==> src/sv/fmpac_pkg.sv <==
// ----------------------------------------------------------------------------
// fmpac_pkg
// Shared widths, codes and types of the FM phase accumulator clock.
// ----------------------------------------------------------------------------
package fmpac_pkg;

    // Field widths.
    localparam int BASE_W  = 32;                // base_step register
    localparam int RATIO_W = 16;                // mod_ratio register, Q8.8
    localparam int MOD_W   = 16;                // mod_value input, Q1.15
    localparam int OUT_W   = 32;                // premod_step / phase_step fields

    // Fixed-point arithmetic.
    localparam int FRAC_Q   = 23;               // factor is Q.23
    localparam int ONE_Q8   = 256;              // 1.0 in Q8.8
    localparam int ONE_Q23  = 1 << FRAC_Q;      // 1.0 in Q.23
    localparam int FACT_W   = 32;               // modulation factor width
    localparam int KPROD_W  = (RATIO_W + 1) + (MOD_W + 2);
    localparam int PROD_W   = BASE_W + FACT_W;  // full multiply product
    localparam int MULRES_W = PROD_W - FRAC_Q;  // product after the Q.23 shift
    localparam int QUOT_W   = BASE_W + FRAC_Q;  // dividend and quotient width
    localparam int STEP_W   = QUOT_W;           // widest unsaturated step

    // Serial unit iteration counts.
    localparam int MUL_STEPS = FACT_W;
    localparam int DIV_STEPS = QUOT_W;
    localparam int CNT_W     = $clog2(DIV_STEPS);

    // Default phase accumulator width (one turn is 2**PHASE_WIDTH).
    localparam int PHASE_WIDTH_DEF = 32;

    // Stream payload widths, padded to whole bytes.
    localparam int S_TDATA_W = ((MOD_W + 7) / 8) * 8;
    localparam int M_TDATA_W = ((1 + 2 * OUT_W + 7) / 8) * 8;

    // Configuration port.
    localparam int APB_ADDR_W = 3;
    localparam int APB_DATA_W = 32;
    localparam logic [0:0] REG_BASE_STEP = 1'b0;
    localparam logic [0:0] REG_MOD_RATIO = 1'b1;
    localparam logic [RATIO_W-1:0] MOD_RATIO_RST = RATIO_W'(ONE_Q8);

    typedef enum logic {
        OP_MUL,
        OP_DIV
    } ser_op_t;

    typedef struct packed {
        logic    start;
        ser_op_t op;
    } ser_req_t;

    typedef enum logic [2:0] {
        ST_IDLE,
        ST_FACTOR,
        ST_LAUNCH,
        ST_RUN,
        ST_DONE
    } fsm_state_t;

    typedef enum logic [1:0] {
        SRC_BASE,
        SRC_MAX,
        SRC_UNIT
    } step_src_t;

endpackage

==> src/sv/fm_phase_accumulator_clock.sv <==
// ----------------------------------------------------------------------------
// fm_phase_accumulator_clock
// Phase-accumulator clock with frequency modulation of the phase step.
// ----------------------------------------------------------------------------
//
//  Channel   Direction  Beat contents
//  s_*       in         mod_value, signed Q1.15 modulation sample
//  m_*       out        trigger, premod_step, phase_step for that tick
//  APB       in/out     base_step (0x0), mod_ratio (0x4)
//
// Each input beat is one tick. Its step is formed on a shared bit-serial unit
// that handles one bit per clock: 32 iterations for a multiply (mod_value >= 0)
// and 55 for a divide (mod_value < 0). A beat passes through the factor,
// launch, run and done states; the run state is skipped when mod_ratio is zero
// or the divisor is zero and no serial work is done.
// aresetn is synchronous and active low. It restores the registers to their
// reset values and sets the phase to one full turn, so the first tick triggers.
// The result sits in an output register, so the next beat is accepted while
// it waits; a stalled result only holds off the commit of the following tick.
// ----------------------------------------------------------------------------
module fm_phase_accumulator_clock #(
    parameter int PHASE_WIDTH = fmpac_pkg::PHASE_WIDTH_DEF
) (
    input  logic                              aclk,
    input  logic                              aresetn,
    // Input stream
    input  logic                              s_tvalid,
    output logic                              s_tready,
    input  logic [fmpac_pkg::S_TDATA_W-1:0]   s_tdata,  // [15:0] mod_value
    // Result stream
    output logic                              m_tvalid,
    input  logic                              m_tready,
    output logic [fmpac_pkg::M_TDATA_W-1:0]   m_tdata,  // [0] trigger,
                                                        // [32:1] premod_step,
                                                        // [64:33] phase_step,
                                                        // [71:65] zero
    // Configuration port
    input  logic                              psel,
    input  logic                              penable,
    input  logic                              pwrite,
    input  logic [fmpac_pkg::APB_ADDR_W-1:0]  paddr,
    input  logic [fmpac_pkg::APB_DATA_W-1:0]  pwdata,
    output logic [fmpac_pkg::APB_DATA_W-1:0]  prdata,
    output logic                              pready
);
    import fmpac_pkg::*;

    // ------------------------------------------------------------------
    // Configuration registers
    // ------------------------------------------------------------------
    logic [BASE_W-1:0]  base_step_reg;
    logic [RATIO_W-1:0] mod_ratio_reg;
    logic [0:0]         reg_idx;
    logic               cfg_write;

    assign pready    = 1'b1;
    assign reg_idx   = paddr[APB_ADDR_W-1:2];
    assign cfg_write = psel && penable && pwrite && pready;

    always_ff @(posedge aclk) begin
        if (!aresetn) begin
            base_step_reg <= '0;
            mod_ratio_reg <= MOD_RATIO_RST;
        end else if (cfg_write) begin
            case (reg_idx)
                REG_BASE_STEP: base_step_reg <= pwdata[BASE_W-1:0];
                REG_MOD_RATIO: mod_ratio_reg <= pwdata[RATIO_W-1:0];
                default: ;
            endcase
        end
    end

    always_comb begin
        case (reg_idx)
            REG_BASE_STEP: prdata = APB_DATA_W'(base_step_reg);
            REG_MOD_RATIO: prdata = APB_DATA_W'(mod_ratio_reg);
            default:       prdata = '0;
        endcase
    end

    // ------------------------------------------------------------------
    // Control state machine
    // ------------------------------------------------------------------
    fsm_state_t state_reg, state_next;
    step_src_t  src_reg, src_next;
    ser_req_t   ser_req;
    logic       ser_done;
    logic [STEP_W-1:0] ser_result;
    logic       out_free;
    logic       commit;
    logic       in_accept;

    logic signed [MOD_W-1:0] mod_value_reg;
    logic [FACT_W-1:0]       factor_reg;
    logic                    mod_neg;

    assign mod_neg   = mod_value_reg[MOD_W-1];
    assign out_free  = !m_tvalid || m_tready;
    assign in_accept = s_tvalid && s_tready;

    // Where the step comes from: the plain base step when modulation is off,
    // full scale when a negative input drives the divisor to zero, otherwise
    // the serial unit.
    always_comb begin
        if (mod_ratio_reg == '0) begin
            src_next = SRC_BASE;
        end else if (mod_neg && (factor_reg == '0)) begin
            src_next = SRC_MAX;
        end else begin
            src_next = SRC_UNIT;
        end
    end

    always_comb begin
        state_next = state_reg;
        case (state_reg)
            ST_IDLE: begin
                if (in_accept) state_next = ST_FACTOR;
            end
            ST_FACTOR: state_next = ST_LAUNCH;
            ST_LAUNCH: begin
                state_next = (src_next == SRC_UNIT) ? ST_RUN : ST_DONE;
            end
            ST_RUN: begin
                if (ser_done) state_next = ST_DONE;
            end
            ST_DONE: begin
                if (out_free) state_next = ST_IDLE;
            end
            default: state_next = ST_IDLE;
        endcase
    end

    always_comb begin
        s_tready      = (state_reg == ST_IDLE);
        ser_req.start = (state_reg == ST_LAUNCH) && (src_next == SRC_UNIT);
        ser_req.op    = mod_neg ? OP_DIV : OP_MUL;
        commit        = (state_reg == ST_DONE) && out_free;
    end

    always_ff @(posedge aclk) begin
        if (!aresetn) begin
            state_reg <= ST_IDLE;
        end else begin
            state_reg <= state_next;
        end
        if (state_reg == ST_LAUNCH) begin
            src_reg <= src_next;
        end
    end

    // ------------------------------------------------------------------
    // Modulation factor: f = 1.0 + (mod_ratio - 1.0) * |mod_value|, Q.23
    // ------------------------------------------------------------------
    logic signed [RATIO_W:0]  k_s;
    logic        [MOD_W:0]    m_ext;
    logic        [MOD_W:0]    mag;
    logic signed [KPROD_W-1:0] kprod;
    logic signed [KPROD_W-1:0] fact_s;

    always_comb begin
        k_s    = $signed({1'b0, mod_ratio_reg}) - $signed((RATIO_W + 1)'(ONE_Q8));
        m_ext  = {mod_value_reg[MOD_W-1], mod_value_reg};
        // The most negative input has magnitude exactly 1.0.
        mag    = mod_neg ? (~m_ext + 1'b1) : m_ext;
        kprod  = k_s * $signed({1'b0, mag});
        fact_s = kprod + $signed(KPROD_W'(ONE_Q23));
    end

    always_ff @(posedge aclk) begin
        if (in_accept) begin
            mod_value_reg <= $signed(s_tdata[MOD_W-1:0]);
        end
        if (state_reg == ST_FACTOR) begin
            factor_reg <= fact_s[FACT_W-1:0];
        end
    end

    fmpac_serial u_serial (
        .aclk      (aclk),
        .aresetn   (aresetn),
        .req       (ser_req),
        .operand_a (base_step_reg),
        .operand_b (factor_reg),
        .done      (ser_done),
        .result    (ser_result)
    );

    // ------------------------------------------------------------------
    // Saturation and phase accumulation
    // ------------------------------------------------------------------
    logic [STEP_W-1:0]      step_full;
    logic [PHASE_WIDTH-1:0] step_sat;
    logic [PHASE_WIDTH:0]   phase_reg, phase_sum;
    logic                   wrap;

    always_comb begin
        case (src_reg)
            SRC_BASE: step_full = STEP_W'(base_step_reg);
            SRC_MAX:  step_full = '1;
            SRC_UNIT: step_full = ser_result;
            default:  step_full = '1;
        endcase
        // Steps of a full turn or more clip to just under one turn.
        if (|step_full[STEP_W-1:PHASE_WIDTH]) begin
            step_sat = '1;
        end else begin
            step_sat = step_full[PHASE_WIDTH-1:0];
        end
        // The phase is at most one turn and the step below one turn,
        // so the sum fits in PHASE_WIDTH + 1 bits.
        phase_sum = phase_reg + {1'b0, step_sat};
        wrap      = phase_sum[PHASE_WIDTH];
    end

    always_ff @(posedge aclk) begin
        if (!aresetn) begin
            phase_reg <= {1'b1, {PHASE_WIDTH{1'b0}}};
        end else if (commit) begin
            phase_reg <= {1'b0, phase_sum[PHASE_WIDTH-1:0]};
        end
    end

    // ------------------------------------------------------------------
    // Output register
    // ------------------------------------------------------------------
    logic              m_tvalid_reg, m_tvalid_next;
    logic              trigger_reg;
    logic [OUT_W-1:0]  premod_reg;
    logic [OUT_W-1:0]  pstep_reg;

    always_comb begin
        m_tvalid_next = m_tvalid_reg;
        if (commit) begin
            m_tvalid_next = 1'b1;
        end else if (m_tready) begin
            m_tvalid_next = 1'b0;
        end
    end

    always_ff @(posedge aclk) begin
        if (!aresetn) begin
            m_tvalid_reg <= 1'b0;
        end else begin
            m_tvalid_reg <= m_tvalid_next;
        end
        if (commit) begin
            trigger_reg <= wrap;
            premod_reg  <= OUT_W'(base_step_reg);
            pstep_reg   <= OUT_W'(step_sat);
        end
    end

    assign m_tvalid = m_tvalid_reg;
    assign m_tdata  = M_TDATA_W'({pstep_reg, premod_reg, trigger_reg});

    // ------------------------------------------------------------------
    // Assertions
    // ------------------------------------------------------------------

    // After any tick the phase lies below one full turn.
    a_phase_below_turn: assert property (@(posedge aclk) disable iff (!aresetn)
        commit |=> !phase_reg[PHASE_WIDTH])
        else $error("phase left at or above one turn after a tick");

    // One tick at a time: the block leaves idle as soon as a beat is taken.
    a_one_in_flight: assert property (@(posedge aclk) disable iff (!aresetn)
        in_accept |=> !s_tready)
        else $error("second beat accepted while a tick is in progress");

    // The serial unit only finishes while the controller waits for it.
    a_done_in_run: assert property (@(posedge aclk) disable iff (!aresetn)
        ser_done |-> (state_reg == ST_RUN))
        else $error("serial unit finished outside the run state");

    // A modulated non-negative input always goes through the multiplier.
    a_mul_uses_unit: assert property (@(posedge aclk) disable iff (!aresetn)
        (state_reg == ST_LAUNCH) && (mod_ratio_reg != '0) && !mod_neg
        |=> (state_reg == ST_RUN))
        else $error("multiply path skipped the serial unit");

endmodule

==> src/sv/fmpac_serial.sv <==
// ----------------------------------------------------------------------------
// fmpac_serial
// Bit-serial multiply / restoring divide unit, one bit per clock.
// ----------------------------------------------------------------------------
module fmpac_serial (
    input  logic                       aclk,
    input  logic                       aresetn,
    input  fmpac_pkg::ser_req_t        req,
    input  logic [fmpac_pkg::BASE_W-1:0] operand_a,   // base step
    input  logic [fmpac_pkg::FACT_W-1:0] operand_b,   // modulation factor
    output logic                       done,
    output logic [fmpac_pkg::STEP_W-1:0] result
);
    import fmpac_pkg::*;

    // rem_reg is the upper accumulator when multiplying and the partial
    // remainder when dividing; dq_reg holds multiplier or dividend bits and
    // collects product or quotient bits as they are formed.
    logic [FACT_W:0]   rem_reg, rem_next;
    logic [QUOT_W-1:0] dq_reg, dq_next;
    logic [FACT_W-1:0] b_reg, b_next;
    logic [CNT_W-1:0]  count_reg, count_next;
    ser_op_t           op_reg, op_next;
    logic              busy_reg, busy_next;
    logic              done_reg, done_next;

    logic [FACT_W:0]   mul_sum;
    logic [FACT_W:0]   div_shift;
    logic              div_ge;

    always_comb begin
        mul_sum   = rem_reg + (dq_reg[0] ? {1'b0, b_reg} : '0);
        div_shift = {rem_reg[FACT_W-1:0], dq_reg[QUOT_W-1]};
        div_ge    = (div_shift >= {1'b0, b_reg});
    end

    always_comb begin
        rem_next   = rem_reg;
        dq_next    = dq_reg;
        b_next     = b_reg;
        count_next = count_reg;
        op_next    = op_reg;
        busy_next  = busy_reg;
        done_next  = 1'b0;
        if (req.start) begin
            op_next   = req.op;
            busy_next = 1'b1;
            rem_next  = '0;
            if (req.op == OP_DIV) begin
                b_next     = operand_b;
                dq_next    = {operand_a, {FRAC_Q{1'b0}}};
                count_next = CNT_W'(DIV_STEPS - 1);
            end else begin
                b_next     = operand_a;
                dq_next    = QUOT_W'(operand_b);
                count_next = CNT_W'(MUL_STEPS - 1);
            end
        end else if (busy_reg) begin
            if (op_reg == OP_DIV) begin
                rem_next = div_ge ? (div_shift - {1'b0, b_reg}) : div_shift;
                dq_next  = {dq_reg[QUOT_W-2:0], div_ge};
            end else begin
                rem_next = {1'b0, mul_sum[FACT_W:1]};
                dq_next  = {dq_reg[QUOT_W-1:FACT_W], mul_sum[0], dq_reg[FACT_W-1:1]};
            end
            count_next = count_reg - 1'b1;
            if (count_reg == '0) begin
                busy_next = 1'b0;
                done_next = 1'b1;
            end
        end
    end

    always_ff @(posedge aclk) begin
        if (!aresetn) begin
            busy_reg <= 1'b0;
            done_reg <= 1'b0;
        end else begin
            busy_reg <= busy_next;
            done_reg <= done_next;
        end
        rem_reg   <= rem_next;
        dq_reg    <= dq_next;
        b_reg     <= b_next;
        count_reg <= count_next;
        op_reg    <= op_next;
    end

    // The product is {rem, low bits}; dropping FRAC_Q bits leaves MULRES_W.
    always_comb begin
        if (op_reg == OP_DIV) begin
            result = dq_reg;
        end else begin
            result = STEP_W'({rem_reg[FACT_W-1:0], dq_reg[FACT_W-1:FRAC_Q]});
        end
    end

    assign done = done_reg;

endmodule

==> config.mk <==
export PLATFORM = sky130hd
export DESIGN_NAME = fm_phase_accumulator_clock
export DESIGN_NICKNAME = d
export VERILOG_FILES = /design/src/sv/fmpac_pkg.sv /design/src/sv/fm_phase_accumulator_clock.sv /design/src/sv/fmpac_serial.sv
export SDC_FILE = /design/constraint.sdc
export NUM_CORES = 1
export LEC_CHECK = 0
export BUFFER_PORTS_ARGS = -buffer_cell sky130_fd_sc_hd__buf_2
export CORE_MARGIN = 8
export CORE_UTILIZATION = 55
export DETAILED_ROUTE_END_ITERATION = 10
export HOLD_SLACK_MARGIN = 0.12
export PLACE_DENSITY = 0.78
export SKIP_CTS_REPAIR_TIMING = 1
export SYNTH_ARGS = -nofsm -noshare
export SYNTH_HDL_FRONTEND = slang
export SYNTH_SLANG_ARGS = --single-unit
export TNS_END_PERCENT = 20
==> constraint.sdc <==
create_clock -name aclk -period 7.3 [get_ports aclk]
set_input_delay 0.73 -clock aclk [delete_from_list [all_inputs] [get_ports aclk]]
set_output_delay 0.73 -clock aclk [all_outputs]
set_load 0.005 [all_outputs]
==> run metrics <==
relative slew slack 30.07%; clock share of power 25.0%; Max-cap violations 0; GRT Util Overall 27.57%; Mapped Cells 3126; DRT iter0 DRCs 2250; WL/cell 21.00 um; Design Power 8.048 mW; total core area 51510 sq um; Netlist cell types 85; Nets 3837; routed via count 23929; CP Capture Type flip-flop; commonest non-fill, non-tap cells in the layout nand2_1 (369), inv_1 (327), a21oi_1 (264); Final Hold Viols 0; global-route wire length before repair 131.3 mm; CTS tree built; Skew-Pair Late Insertion Delay 0.59 ns; internal power 4.876 mW; sequential area share after synthesis 30.19%; failing checks setup timing; Max IR drop VDD 0.2399 mV; routed wire length 85.01 mm; sequential share of power 31.5%; CTS buffer count 37; run status finished, violations left; max reg flops 55; unrepaired setup endpoints after global routing true; root buf cell clkbuf_16; Starting Density 55.81%; RD Place Congestion 0.9810; IO buf count 154; Fillers 4223; worst-path fanout max 6; layout cells sized above 1 14.76%; WS Path Type flip-flop to flip-flop; die area 59840 sq um; gr ovfl total 0; number of enable flip-flop cells after synthesis 209; Final Worst Setup Slack -0.1275 ns; synthesis-to-finish area growth 13.51%; Critical Path AT 7.74 ns; DRT antenna net count 0; dpl ws -0.2612 ns; switching power 3.171 mW; Detailed Routing Iterations Pass 1 7; period utilisation layout 101.7%; Synth Area per Inst 9.196 sq um; # H-tree levels 2; Final Max Slew Viols 0; Bufs on Longest Clock Path 3; Top FF cell, synth edfxtp_1; worst endpoint required time 7.61 ns; setup TNS -0.3197 ns; Mapped Area 28750 sq um; switch share 39.41%; initial antenna violation count 1; Logic pwr share 43.5%; I/O pins 165; # setup viols final 3; startpoint type of the worst setup path flip-flop; DRC errors left 0; Via density 5.911; Die Span X 244.6 um; TritonCTS Sinks 329; Yosys reg bits 329; Die Ht 244.6 um; worst slew pin tran 1.046 ns; Async S/R FF share, synth 0%; most common cell after layout, fill and taps aside nand2_1; DP HPWL 64.72 mm; Ys Warns 0; minimum clock period after layout 7.428 ns; vias in the first global route 23536; Max Clock Freq 134.6 MHz; Inserted Diodes 0; leakage 14.58 nW; pwr/cell area 246.6 nW/um^2; hold crit path type input pin to flip-flop; Rows 83; pin count of the biggest net entering global routing 149; clock-pin slew on the worst setup and hold paths 0.07 ns; Final Skew 0.03076 ns
metal layers:
layer	GRT usage, %	share of wire, %	up-vias
li1	-	-	11020
met1	34.83	39	11500
met2	45.08	46	1168
met3	5.126	8.8	241
met4	13.99	5.5	0
met5	0	0	-
through the flow:
| step | hold WS, ns | std cells | instance area [sq um] | utilization (%) |
|---|---|---|---|---|
| 2_1_floorplan | 0.4206 | 3147 | 29010 | - |
| 3_3_place_gp | 0.4380 | 3973 | 31050 | 60.28 |
| 3_5_place_dp | 0.4515 | 3973 | 31050 | 60.28 |
| 4_1_cts | 0.2979 | 4039 | 32340 | 62.79 |
| 5_1_grt | 0.3112 | 4048 | 32630 | 63.35 |
| 6_report | 0.3231 | 4048 | 32630 | 63.35 |
area by class of cell:
cell class	count	area, sq um	area share [%]
multi-input combinational	2329	18590	56.97
timing repair buffer	309	1958	6.001
clock buffer	44	983.4	3.014
clock inverter	22	310.3	0.9509
tap	680	850.8	2.607
sequential	329	8678	26.60
inverter	335	1260	3.861
worst paths after layout:
kind | startpoint | slack [ns] | to | cells past startpoint
max | mod_value_reg[8] | -0.13 | factor_reg[31] | 26
min | s_tdata[10] | 0.32 | mod_value_reg[10] | 1
max reg2reg | mod_value_reg[8] | -0.13 | factor_reg[31] | 26
min reg2reg | u_serial.done | 0.46 | state_reg[1] | 1
power by group through the flow:
| stage | Sequential [mW] | Clock (mW) | Combinational (mW) |
|---|---|---|---|
| 2_1_floorplan | 2.42 | 0 | 2.55 |
| 3_3_place_gp | 2.55 | 0 | 3.28 |
| 3_5_place_dp | 2.56 | 0 | 3.35 |
| 4_1_cts | 2.52 | 2.02 | 3.38 |
| 5_1_grt | 2.55 | 2.09 | 3.87 |
| 6_report | 2.54 | 2.01 | 3.50 |
synthesized netlist by cell type, types with 6 or more instances:
| cell type | n | area (sq um) |
|---|---|---|
| nor2_1 | 192 | 720.7 |
| nand3b_1 | 6 | 45.04 |
| o31ai_1 | 10 | 75.07 |
| edfxtp_1 | 209 | 6276 |
| o22ai_1 | 6 | 37.54 |
| or2_2 | 11 | 68.82 |
| and3_1 | 11 | 68.82 |
| a21o_1 | 41 | 307.8 |
| ha_1 | 211 | 2640 |
| o211ai_1 | 21 | 157.7 |
| o21ai_0 | 100 | 500.5 |
| xor2_1 | 58 | 508.0 |
| o21ai_1 | 8 | 40.04 |
| a211oi_1 | 42 | 315.3 |
| nor2b_1 | 45 | 281.5 |
| dfxtp_1 | 120 | 2402 |
| nor3_1 | 20 | 100.1 |
| mux2i_1 | 47 | 470.5 |
| clkbuf_1 | 95 | 356.6 |
| nand4_1 | 19 | 118.9 |
| a21oi_1 | 268 | 1341 |
| or3_1 | 9 | 56.30 |
| buf_1 | 23 | 86.33 |
| mux2_2 | 49 | 551.8 |
| o21bai_1 | 17 | 127.6 |
| nand2b_1 | 60 | 375.4 |
| inv_1 | 332 | 1246 |
| a31oi_1 | 29 | 181.4 |
| nand2_1 | 374 | 1404 |
| o221ai_1 | 9 | 78.83 |
| buf_2 | 19 | 95.09 |
| a21boi_0 | 6 | 45.04 |
| fa_1 | 227 | 4544 |
| and2_1 | 129 | 807.0 |
| nor4_1 | 18 | 112.6 |
| xnor2_1 | 89 | 779.5 |
| buf_4 | 13 | 97.59 |
| nand3_1 | 82 | 410.4 |
| o21a_1 | 17 | 127.6 |
critical path, cell delays in order (launching register included):
cell,delay (ns)
edfxtp_1,0.38
or4_4,0.57
or4_4,0.48
o31ai_4,0.30
xnor2_4,0.20
buf_6,0.13
nand2_2,0.05
fa_1,0.47
fa_1,0.49
fa_1,0.49
inv_1,0.05
fa_1,0.46
fa_1,0.51
inv_2,0.04
fa_1,0.49
inv_2,0.05
ha_4,0.21
a21o_4,0.23
a2111oi_4,0.21
a21oi_2,0.12
o41ai_2,0.28
buf_4,0.17
a21oi_2,0.06
a41o_1,0.23
a41oi_2,0.23
a21oi_1,0.10
xnor2_1,0.13
cells by family (layout without fill, tap and decap cells):
logic type	count (synthesis)	count (layout)	share of synthesized area (%)
other cells	2	23	0.02613
compound gates	627	627	13.45
simple gates	998	998	16.61
xor+xnor	147	147	4.479
fa+ha+maj	438	438	24.99
mux	96	96	3.556
buf+inv	489	710	6.699
flops	329	329	30.19
Note: power is estimated with default switching activity, not from simulation.
